$ cat src/ptd_pkg.sv
// ----------------------------------------------------------------------------
// ptd_pkg
// Shared types and constants of the periodic task dispatcher.
// ----------------------------------------------------------------------------
package ptd_pkg;

   localparam int MAX_TASKS = 16;
   localparam int ID_W      = $clog2(MAX_TASKS);
   localparam int CNT_W     = $clog2(MAX_TASKS + 1);
   localparam int SHARE_SCALE = 1000;

   typedef enum logic [2:0] {
      OP_TICK     = 3'd0,
      OP_REGISTER = 3'd1,
      OP_ENABLE   = 3'd2,
      OP_ELAPSED  = 3'd3,
      OP_USAGE    = 3'd4
   } op_type;

   typedef enum logic [2:0] {
      KIND_DUE      = 3'd0,
      KIND_REG_OK   = 3'd1,
      KIND_REG_REJ  = 3'd2,
      KIND_EN_DONE  = 3'd3,
      KIND_EL_DONE  = 3'd4,
      KIND_USAGE    = 3'd5,
      KIND_NONE_DUE = 3'd6
   } kind_type;

   typedef enum logic [2:0] {
      ST_IDLE,
      ST_SCAN,
      ST_MUL,
      ST_DIV,
      ST_DONE
   } state_type;

   // divider control between sequencer and divider
   typedef struct packed {
      logic start;
      logic busy;
      logic done;
   } div_ctl_type;

endpackage

$ cat src/periodic_task_dispatcher.sv
// ----------------------------------------------------------------------------
// periodic_task_dispatcher
// Table of periodic tasks: register, enable, run-time accounting, tick scan, usage share.
// ----------------------------------------------------------------------------
// A beat is taken when start is high and busy is low. Each result beat is
// shown for one cycle with rsp_valid; last marks the final beat of an item.
// The receiver cannot stall.
// Register, enable and elapsed items: one result beat, registered from the
// DONE state, which is the only state in which these items keep busy high.
// Tick: ST_SCAN steps through the registered tasks (it is entered also with
// an empty table), then ST_DONE follows; each due task is held and goes out
// as a due beat once a later due task is found; the final beat, from ST_DONE,
// carries last and names the last due task, or is a none-due beat.
// Usage: the product with 1000 is formed in ST_MUL, then the bit-serial
// divider forms the share in ST_DIV; the beat is registered from its done.
// A new beat can be taken in the cycle that shows the final result beat.
// Unknown ops are taken and give no result.
// Reset clears all tables and totals at once (flip-flops), no sweep.
// ----------------------------------------------------------------------------
module periodic_task_dispatcher (
   input  logic                       clock,
   input  logic                       reset,
   input  logic                       start,
   output logic                       busy,
   input  logic [2:0]                 req_op,
   input  logic [31:0]                req_now_ms,
   input  logic [3:0]                 req_task_id,
   input  logic [31:0]                req_interval_ms,
   input  logic                       req_handler_present,
   input  logic                       req_enable_flag,
   input  logic [31:0]                req_elapsed_us,
   output logic                       rsp_valid,
   output logic [2:0]                 rsp_kind,
   output logic [3:0]                 rsp_result_task,
   output logic [63:0]                rsp_task_run_us,
   output logic [63:0]                rsp_sum_run_us,
   output logic [9:0]                 rsp_share_tenths,
   output logic                       rsp_task_enabled,
   output logic [31:0]                rsp_task_interval,
   output logic                       rsp_last
);

   localparam int ID_W  = ptd_pkg::ID_W;
   localparam int CNT_W = ptd_pkg::CNT_W;

   logic [31:0] ivl_ff [ptd_pkg::MAX_TASKS];
   logic [31:0] lrun_ff[ptd_pkg::MAX_TASKS];
   logic [ptd_pkg::MAX_TASKS-1:0] en_ff;
   logic [63:0] tot_ff [ptd_pkg::MAX_TASKS];
   logic [63:0] grand_ff;
   logic [CNT_W-1:0] count_ff;

   ptd_pkg::state_type state_ff, state_in;
   logic [2:0]  op_ff;
   logic [31:0] now_ff;
   logic [3:0]  id_ff;
   logic [31:0] ivlr_ff;
   logic        hnd_ff, enf_ff;
   logic [31:0] el_ff;
   logic [CNT_W-1:0] idx_ff;
   logic        any_ff;
   logic [3:0]  due_id_ff;
   logic [1:0]  mstep_ff;
   logic [63:0] t_ff;
   logic [63:0] g_ff;
   logic [127:0] prod_ff;

   logic        v_ff, v_in;
   logic [2:0]  k_ff, k_in;
   logic [3:0]  rt_ff, rt_in;
   logic [63:0] rtot_ff, rtot_in;
   logic [63:0] rgr_ff, rgr_in;
   logic [9:0]  sh_ff, sh_in;
   logic        ren_ff, ren_in;
   logic [31:0] rivl_ff, rivl_in;
   logic        last_ff, last_in;

   logic        id_ok, id_reg;
   logic [ID_W-1:0] id_idx, scan_idx;
   logic [31:0] elapsed;
   logic        due;
   logic        scan_end;
   logic        reg_rej;
   logic        div_start;
   logic [63:0] quot;
   ptd_pkg::div_ctl_type div_st;

   assign id_ok   = ({1'b0, id_ff} < 5'(ptd_pkg::MAX_TASKS));
   assign id_reg  = id_ok && ({{(CNT_W > 4 ? CNT_W-4 : 0){1'b0}}, id_ff} < count_ff);
   assign id_idx  = id_ff[ID_W-1:0];
   assign scan_idx = idx_ff[ID_W-1:0];
   assign elapsed = now_ff - lrun_ff[scan_idx];
   assign due     = en_ff[scan_idx] && (elapsed >= ivl_ff[scan_idx]);
   assign scan_end = (idx_ff + CNT_W'(1)) >= count_ff;
   assign reg_rej = (count_ff >= CNT_W'(ptd_pkg::MAX_TASKS)) || !hnd_ff;
   assign div_start = (state_ff == ptd_pkg::ST_MUL) && (mstep_ff == 2'd2);

   ptd_divider u_div (
      .clock(clock), .reset(reset), .start(div_start),
      .dividend(prod_ff), .divisor(g_ff), .status(div_st), .quotient(quot)
   );

   // next state
   always_comb begin
      state_in = state_ff;
      case (state_ff)
         ptd_pkg::ST_IDLE: begin
            if (start) begin
               if (req_op == ptd_pkg::OP_TICK) state_in = ptd_pkg::ST_SCAN;
               else if (req_op == ptd_pkg::OP_USAGE) state_in = ptd_pkg::ST_MUL;
               else if (req_op <= ptd_pkg::OP_USAGE) state_in = ptd_pkg::ST_DONE;
            end
         end
         ptd_pkg::ST_SCAN: begin
            if (count_ff == '0 || scan_end) state_in = ptd_pkg::ST_DONE;
         end
         ptd_pkg::ST_MUL: begin
            if (mstep_ff == 2'd2) state_in = ptd_pkg::ST_DIV;
         end
         ptd_pkg::ST_DIV: begin
            if (div_st.done) state_in = ptd_pkg::ST_IDLE;
         end
         ptd_pkg::ST_DONE: state_in = ptd_pkg::ST_IDLE;
         default: state_in = ptd_pkg::ST_IDLE;
      endcase
   end

   // result beat
   always_comb begin
      v_in    = 1'b0;
      k_in    = '0;
      rt_in   = '0;
      rtot_in = '0;
      rgr_in  = '0;
      sh_in   = '0;
      ren_in  = 1'b0;
      rivl_in = '0;
      last_in = 1'b0;
      case (state_ff)
         ptd_pkg::ST_SCAN: begin
            // a held due beat goes out once a later one is found
            if (count_ff != '0 && due && any_ff) begin
               v_in  = 1'b1;
               k_in  = ptd_pkg::KIND_DUE;
               rt_in = due_id_ff;
            end
         end
         ptd_pkg::ST_DIV: begin
            if (div_st.done) begin
               v_in    = 1'b1;
               last_in = 1'b1;
               k_in    = ptd_pkg::KIND_USAGE;
               rt_in   = id_ff;
               rtot_in = t_ff;
               rgr_in  = grand_ff;
               ren_in  = id_ok ? en_ff[id_idx] : 1'b0;
               rivl_in = id_ok ? ivl_ff[id_idx] : 32'd0;
               sh_in   = (t_ff > g_ff || quot > 64'(ptd_pkg::SHARE_SCALE)) ?
                         10'(ptd_pkg::SHARE_SCALE) : quot[9:0];
            end
         end
         ptd_pkg::ST_DONE: begin
            case (op_ff)
               ptd_pkg::OP_TICK: begin
                  v_in    = 1'b1;
                  last_in = 1'b1;
                  if (any_ff) begin
                     k_in  = ptd_pkg::KIND_DUE;
                     rt_in = due_id_ff;
                  end else begin
                     k_in  = ptd_pkg::KIND_NONE_DUE;
                  end
               end
               ptd_pkg::OP_REGISTER: begin
                  v_in    = 1'b1;
                  last_in = 1'b1;
                  if (reg_rej) begin
                     k_in  = ptd_pkg::KIND_REG_REJ;
                  end else begin
                     k_in  = ptd_pkg::KIND_REG_OK;
                     rt_in = 4'(count_ff);
                  end
               end
               ptd_pkg::OP_ENABLE: begin
                  v_in    = 1'b1;
                  last_in = 1'b1;
                  k_in    = ptd_pkg::KIND_EN_DONE;
                  rt_in   = id_ff;
               end
               ptd_pkg::OP_ELAPSED: begin
                  v_in    = 1'b1;
                  last_in = 1'b1;
                  k_in    = ptd_pkg::KIND_EL_DONE;
                  rt_in   = id_ff;
               end
               default: ;
            endcase
         end
         default: ;
      endcase
   end

   // outputs
   assign busy = (state_ff != ptd_pkg::ST_IDLE);
   assign rsp_valid          = v_ff;
   assign rsp_kind           = k_ff;
   assign rsp_result_task    = rt_ff;
   assign rsp_task_run_us    = rtot_ff;
   assign rsp_sum_run_us     = rgr_ff;
   assign rsp_share_tenths   = sh_ff;
   assign rsp_task_enabled   = ren_ff;
   assign rsp_task_interval  = rivl_ff;
   assign rsp_last           = last_ff;

   always_ff @(posedge clock) begin
      if (reset) begin
         state_ff <= ptd_pkg::ST_IDLE;
         v_ff     <= 1'b0;
         count_ff <= '0;
         grand_ff <= '0;
         en_ff    <= '0;
         for (int i = 0; i < ptd_pkg::MAX_TASKS; i++) begin
            ivl_ff[i]  <= '0;
            lrun_ff[i] <= '0;
            tot_ff[i]  <= '0;
         end
      end else begin
         state_ff <= state_in;
         v_ff     <= v_in;
         k_ff     <= k_in;
         rt_ff    <= rt_in;
         rtot_ff  <= rtot_in;
         rgr_ff   <= rgr_in;
         sh_ff    <= sh_in;
         ren_ff   <= ren_in;
         rivl_ff  <= rivl_in;
         last_ff  <= last_in;
         case (state_ff)
            ptd_pkg::ST_IDLE: begin
               if (start) begin
                  op_ff    <= req_op;
                  now_ff   <= req_now_ms;
                  id_ff    <= req_task_id;
                  ivlr_ff  <= req_interval_ms;
                  hnd_ff   <= req_handler_present;
                  enf_ff   <= req_enable_flag;
                  el_ff    <= req_elapsed_us;
                  idx_ff   <= '0;
                  any_ff   <= 1'b0;
                  mstep_ff <= '0;
                  prod_ff  <= '0;
               end
            end
            ptd_pkg::ST_SCAN: begin
               if (count_ff != '0) begin
                  if (due) begin
                     lrun_ff[scan_idx] <= now_ff;
                     due_id_ff <= 4'(idx_ff);
                     any_ff    <= 1'b1;
                  end
                  idx_ff <= idx_ff + CNT_W'(1);
               end
            end
            ptd_pkg::ST_MUL: begin
               case (mstep_ff)
                  2'd0: begin
                     t_ff <= id_ok ? tot_ff[id_idx] : 64'd0;
                     g_ff <= (grand_ff == '0) ? 64'd1 : grand_ff;
                  end
                  2'd1: begin
                     // t*1000 = t*1024 - t*16 - t*8
                     prod_ff <= {54'd0, t_ff, 10'd0} - {60'd0, t_ff, 4'd0}
                              - {61'd0, t_ff, 3'd0};
                  end
                  default: ;
               endcase
               mstep_ff <= mstep_ff + 2'd1;
            end
            ptd_pkg::ST_DONE: begin
               case (op_ff)
                  ptd_pkg::OP_REGISTER: begin
                     if (!reg_rej) begin
                        ivl_ff[count_ff[ID_W-1:0]]  <= (ivlr_ff == '0) ? 32'd1 : ivlr_ff;
                        lrun_ff[count_ff[ID_W-1:0]] <= '0;
                        en_ff[count_ff[ID_W-1:0]]   <= 1'b1;
                        count_ff <= count_ff + CNT_W'(1);
                     end
                  end
                  ptd_pkg::OP_ENABLE: begin
                     if (id_reg) en_ff[id_idx] <= enf_ff;
                  end
                  ptd_pkg::OP_ELAPSED: begin
                     if (id_reg) begin
                        tot_ff[id_idx] <= tot_ff[id_idx] + {32'd0, el_ff};
                        grand_ff <= grand_ff + {32'd0, el_ff};
                     end
                  end
                  default: ;
               endcase
            end
            default: ;
         endcase
      end
   end

endmodule

$ cat src/ptd_divider.sv
// ----------------------------------------------------------------------------
// ptd_divider
// Restoring divider, 128-bit dividend by 64-bit divisor, one quotient bit
// per cycle; keeps the low 64 quotient bits.
// ----------------------------------------------------------------------------
module ptd_divider (
   input  logic                   clock,
   input  logic                   reset,
   input  logic                   start,
   input  logic [127:0]           dividend,
   input  logic [63:0]            divisor,
   output ptd_pkg::div_ctl_type   status,
   output logic [63:0]            quotient
);

   logic [127:0] num_ff, num_in;
   logic [63:0]  rem_ff, rem_in;
   logic [63:0]  q_ff, q_in;
   logic [63:0]  den_ff, den_in;
   logic [6:0]   cnt_ff, cnt_in;
   logic         busy_ff, busy_in;
   logic         done_ff, done_in;
   logic [64:0]  shifted;
   logic [64:0]  diff;

   always_comb begin
      shifted = {rem_ff, num_ff[127]};
      diff    = shifted - {1'b0, den_ff};
      num_in  = num_ff;
      rem_in  = rem_ff;
      q_in    = q_ff;
      den_in  = den_ff;
      cnt_in  = cnt_ff;
      busy_in = busy_ff;
      done_in = 1'b0;
      if (start) begin
         num_in  = dividend;
         den_in  = divisor;
         rem_in  = '0;
         q_in    = '0;
         cnt_in  = '0;
         busy_in = 1'b1;
      end else if (busy_ff) begin
         num_in = {num_ff[126:0], 1'b0};
         if (!diff[64]) begin
            rem_in = diff[63:0];
            q_in   = {q_ff[62:0], 1'b1};
         end else begin
            rem_in = shifted[63:0];
            q_in   = {q_ff[62:0], 1'b0};
         end
         cnt_in = cnt_ff + 7'd1;
         if (cnt_ff == 7'd127) begin
            busy_in = 1'b0;
            done_in = 1'b1;
         end
      end
   end

   always_ff @(posedge clock) begin
      num_ff <= num_in;
      rem_ff <= rem_in;
      q_ff   <= q_in;
      den_ff <= den_in;
      cnt_ff <= cnt_in;
      if (reset) begin
         busy_ff <= 1'b0;
         done_ff <= 1'b0;
      end else begin
         busy_ff <= busy_in;
         done_ff <= done_in;
      end
   end

   assign status.start = start;
   assign status.busy  = busy_ff;
   assign status.done  = done_ff;
   assign quotient     = q_ff;

endmodule

$ cat config.mk
export PLATFORM = sky130hd
export DESIGN_NAME = periodic_task_dispatcher
export DESIGN_NICKNAME = d
export VERILOG_FILES = /design/src/ptd_pkg.sv /design/src/periodic_task_dispatcher.sv /design/src/ptd_divider.sv
export SDC_FILE = /design/constraint.sdc
export NUM_CORES = 2
export LEC_CHECK = 0
export BUFFER_PORTS_ARGS = -buffer_cell sky130_fd_sc_hd__buf_4
export CORE_MARGIN = 2
export CORE_UTILIZATION = 30
export CTS_CLUSTER_SIZE = 16
export DETAILED_ROUTE_END_ITERATION = 12
export PLACE_DENSITY_LB_ADDON = 0.1
export SLEW_MARGIN = 20
export SYNTH_ARGS = -nofsm -noshare
export SYNTH_HDL_FRONTEND = slang
export SYNTH_SLANG_ARGS = --single-unit
$ cat constraint.sdc
create_clock -name clock -period 12.1 [get_ports clock]
set_clock_uncertainty 0.1 [all_clocks]
set_input_delay 1.21 -clock clock [delete_from_list [all_inputs] [get_ports clock]]
set_output_delay 1.21 -clock clock [all_outputs]
set_load 0.005 [all_outputs]
Word-level counts from Yosys, hierarchy flattened
Memories as Yosys holds them, arrays and structs flattened. A register that Yosys moved wholly into a read port is not among the register bits.
Index checks and enable logic that the tools add are counted.

cells by class
  mux-type cells = 90
  eq/ne operators = 21
  order comparisons = 12
  reductions and logical operators = 45
  bitwise operators = 6
  add/subtract/negate cells = 10

operators with widths
  operator                                                                 number
  128-bit two-way mux                                                      4
  128-bit case mux with 2 select lines                                     1
  64-bit by 32-bit adder with 64-bit output                                2
  32-bit two-way mux                                                       4
  64-bit two-way mux                                                       2
  32-bit OR reduction                                                      3
  75-bit by 68-bit subtractor with 76-bit output                           1
  74-bit by 68-bit subtractor with 75-bit output                           1
  65-bit by 64-bit subtractor with 65-bit output                           1
  64-bit by 10-bit > comparator with 1-bit output (second input constant)  1
  64-bit > comparator                                                      1
  64-bit logical NOT                                                       1
  64-bit OR reduction                                                      1
  4-bit two-way mux                                                        11
  1-bit two-way mux                                                        36
  32-bit greater-or-equal comparator                                       1
  32-bit logical NOT                                                       1
  16-bit two-way mux                                                       2
  16-bit case mux with 2 select lines                                      1
  32-bit subtractor                                                        1
  3-bit two-way mux                                                        9
  3-bit case mux with 4 select lines                                       2
  4-bit case mux with 3 select lines                                       2
  16-bit bitwise mux                                                       1
  46 further kinds                                                         94

storage, ports and cells
  register bits = 938
  logic and storage cells = 221
  memory bits (writable) = 2048
  output and inout bits = 181
  memories kept = 3

memories
  name     depth  width  rd ports  clocked after Yosys merged registers in  wr ports  RTL line                        source
  tot_ff   16     64     1         1                                        16        periodic_task_dispatcher.sv:49  logic [63:0] tot_ff [ptd_pkg::MAX_TASKS];
  ivl_ff   16     32     2         2                                        16        periodic_task_dispatcher.sv:46  logic [31:0] ivl_ff [ptd_pkg::MAX_TASKS];
  lrun_ff  16     32     1         1                                        16        periodic_task_dispatcher.sv:47  logic [31:0] lrun_ff[ptd_pkg::MAX_TASKS];

Longest topological paths before layout
  depth in word-level cells = 11
  depth in mapped cells = 32
  mapped depth without buffers = 27

Cells and area by module
Synthesis repeated with hierarchy kept, for this count alone.

unflattened totals
  cells, all modules = 11106
  area, all modules = 146764.5 µm²

modules (own cells, without submodules)
  module                    cells each  area each (µm²)  times used
  periodic_task_dispatcher  9568        130262.4         1
  ptd_divider               1538        16502.1          1

Worst setup path before layout
No wires, ideal clock.

  path type = in2reg
  start point = input port reset
  end point = memory tot_ff[10][0], enable pin
  arrival time = 10.346 ns
  cell stages on the path = 4
  setup slack = 0.889 ns
  path through = inv_1 clkbuf_1 clkbuf_1 nand2_1

RTL lines
  element          RTL line                        source
  start, declared  periodic_task_dispatcher.sv:22  input logic reset,
  end, declared    periodic_task_dispatcher.sv:49

==> flow_metrics.tcl <==
set metrics [dict create \
    cp-start-kind "register" \
    drt_iter0_markers 9604 \
    syn_inst 11256 \
    cts_resized 0 \
    grt_pass1_wl_um 766000 \
    yosys.area.top_type "edfxtp_1" \
    slowest_delay_ns 0.86 \
    async_flop_share_pct 0 \
    place_ws_ns 2.88 \
    syn-num-nets 11763 \
    final_core_util_pct 34.4 \
    grt_max_degree 130 \
    cts_setup_buffers 0 \
    grt_usage_pct 21.8 \
    vias_per_cell 5.31 \
    yosysSeqAreaShare_pct 59.4 \
    cts.clk_slew.worst_paths_ns 0.06 \
    wl_per_cell_um 30.3 \
    syn_area_um2 146000 \
    core_area_um2 486000 \
    die_area_um2 493000 \
    cp-end-kind "register" \
    grt_pass1_vias 97625 \
    synth_xor_xnor_area_share_pct 2.08 \
    cp_slowest_cell "o21ai_4" \
    setup_violations 0 \
    dieHeight_um 702 \
    status "complete, no violations" \
    synthSimpleGateAreaFrac_pct 12.7 \
    synth_compound_area_share_pct 5.67 \
    drive_gt1_share_pct 17.3 \
    dp_hpwl_um 341000 \
    io_pins 289 \
    htreeDepth 5 \
    ys_ff_latch 2968 \
    port_buffers 288 \
    layout.nets 11789 \
    overflow 0 \
    ir_drop_uv 109 \
    fin_crit_ns 8.98 \
    die_w_um 702 \
    cp.arrival_ns 9.47 \
    fmax_mhz 111 \
    synthAdderAreaFrac_pct 3.44 \
    synth_warnings 0 \
    cp_common_cell "a21o_1" \
    postSynthAreaPerCell_um2 13.0 \
    wirelength_um 547000 \
    min_path_cells 1 \
    holdBufCountCts 0 \
    timing.final.crit_share_pct 74.2 \
    maxCapViolations 0 \
    fill_cells 47484 \
    post-place-cells 17364 \
    synth_mux_area_share_pct 13.4 \
    slew_headroom_pct 22.0 \
    fin_cells 18049 \
    drt_pass1_iterations 8 \
    worstSetupPathType "register to register" \
    cts_tree "done" \
    min_path_type "input port to register" \
    drv_slew 0 \
    cellLeakagePower_nw 61.0 \
    synth_top_family_by_area "multiplexers" \
    ys_types 90 \
    rsz0062_at_grt "false" \
    area_delta_synth_final_pct 14.4 \
    synth-edff-count 2734 \
    cts_sinks 2968 \
    ant_nets 0 \
    ys.flop_type "edfxtp_1" \
    fin_area_um2 167000 \
    placed_area_um2 155000 \
    num_vias 95865 \
    start_util_pct 30.1 \
    cts_root_buf "clkbuf_16" \
    powerDensity_nw_per_um2 164 \
    synth_top_cell_area_share_pct 56.2 \
    routabilityCongestion 0.868 \
    antenna_found_initial 48 \
    synthTopCellsByArea "edfxtp_1 (56%), mux4_2 (12%), nor2_1 (5.2%)" \
    hold_start "req_elapsed_us[22]" \
    drc 0 \
    worstMarginPinSlew_ns 1.17 \
    cp.required_ns 12.60 \
    final.setup.tns_ns 0 \
    cts.path.max_buffers 4 \
    worstRegToRegCells 31 \
    num_rows 256 \
    numCtsBuffers 365 \
    setup_ws_ns 3.12 \
    clk_latency_ns 1.01 \
    critPathMaxFanout 30 \
    finalHoldViolCount 0 \
]
## cell type report
cell class | instances | area (µm²) | share of cell area, %
multi-input cells | 7077 | 55300 | 33.1
repair buffers | 485 | 3830 | 2.29
clock buffers | 454 | 9660 | 5.78
inverters | 385 | 1470 | 0.881
flip-flops and latches | 2968 | 86800 | 52.0
well taps | 6450 | 8070 | 4.83
diodes | 18 | 45.0 | 0.0270
clock inverters | 212 | 1880 | 1.13
## routing by layer
metal | up-vias | wire length [µm] | GRT usage (%)
li1 | 41652 | - | -
met4 | 2 | 18000 | 6.66
met2 | 3299 | 254000 | 35.2
met3 | 675 | 31900 | 2.73
met5 | - | 13 | 0
met1 | 50237 | 243000 | 30.6
## worst max-delay path: cells and delay by family, from the launching register on
kind,cells,cell delay (ns)
AO/OA/AOI/OAI,16,3.30
adder cells (fa/ha/maj),2,0.60
buffers and inverters,7,1.96
flip-flops,1,0.63
multiplexers,2,1.04
AND/OR/NAND/NOR,4,0.85
## metrics by stage
| step | hold slack, ns | total power [mW] |
|---|---|---|
| 3_5_place_dp | 0.334 | 16.7 |
| 3_3_place_gp | 0.339 | 16.7 |
| 5_1_grt | 0.243 | 28.4 |
| 4_1_cts | 0.204 | 27.6 |
| 2_1_floorplan | 0.324 | 15.1 |
| 6_report | 0.296 | 27.3 |
## cells in the final DEF (no fill, tap or decap), drive strengths merged, types with 10 or more instances in the layout
cell type,instances
nand2,692
o21a,31
a21o,200
nor3,87
o21bai,68
and3,187
mux2i,127
and4,13
xnor2,189
a31oi,53
edfxtp,2734
bufinv,24
a21oi,435
nor4,68
or2,28
and2,513
nand3,241
clkbuf,454
mux4,808
o211ai,29
o21ai,257
clkinv,157
nor2b,63
a211oi,54
nand2b,41
dfxtp,234
diode,18
buf,485
clkinvlp,10
o31ai,42
nand4,102
a21boi,13
inv,406
ha,395
or3,33
xor2,135
a31o,16
a2111oi,12
nor2,2006
## synthesized netlist by cell type, drive strengths merged (16+ instances only)
cell / n
a31o: 16
nand2b: 41
nand2: 692
a21o: 200
nand3: 241
o21bai: 68
a211oi: 54
mux4: 808
nor2b: 63
dfxtp: 234
o21ai: 257
nor4: 68
a21oi: 435
ha: 395
nand4: 102
edfxtp: 2734
or3: 33
inv: 385
or2: 28
mux2i: 127
buf: 153
and2: 513
o211ai: 29
clkbuf: 673
xnor2: 189
nor3: 87
and3: 187
nor2: 2006
o21a: 31
xor2: 135
o31ai: 42
a31oi: 53
## sequential cells by signal (all words and copies together), names as in the netlist, 73 cells and up, named ones only
register and count:
ivl_ff 512, lrun_ff 512, prod_ff 73, tot_ff 1024, u_div.num_ff 125
## power breakdown
group          switching, mW  internal, mW
clock network           4.64          6.19
registers              0.321          11.6
logic                   2.85          1.71
## cells by family (layout without fill, tap and decap cells)
logic type               count (synthesis)  in the layout
AND/OR/NAND/NOR                       4100           4100
flip-flops                            2968           2968
multiplexers                           942            942
adder cells (fa/ha/maj)                399            399
other                                    0             18
XOR/XNOR                               324            324
buffers and inverters                 1211           1536
AO/OA/AOI/OAI                         1312           1312
## worst paths after layout
| kind | to | slack, ns |
|---|---|---|
| max | lrun_ff[11][6] | 3.12 |
| min | el_ff[22] | 0.30 |
| max reg2reg | lrun_ff[11][6] | 3.12 |
| min reg2reg | u_div.num_ff[5] | 0.34 |
Note: power is estimated with default switching activity, not from simulation.
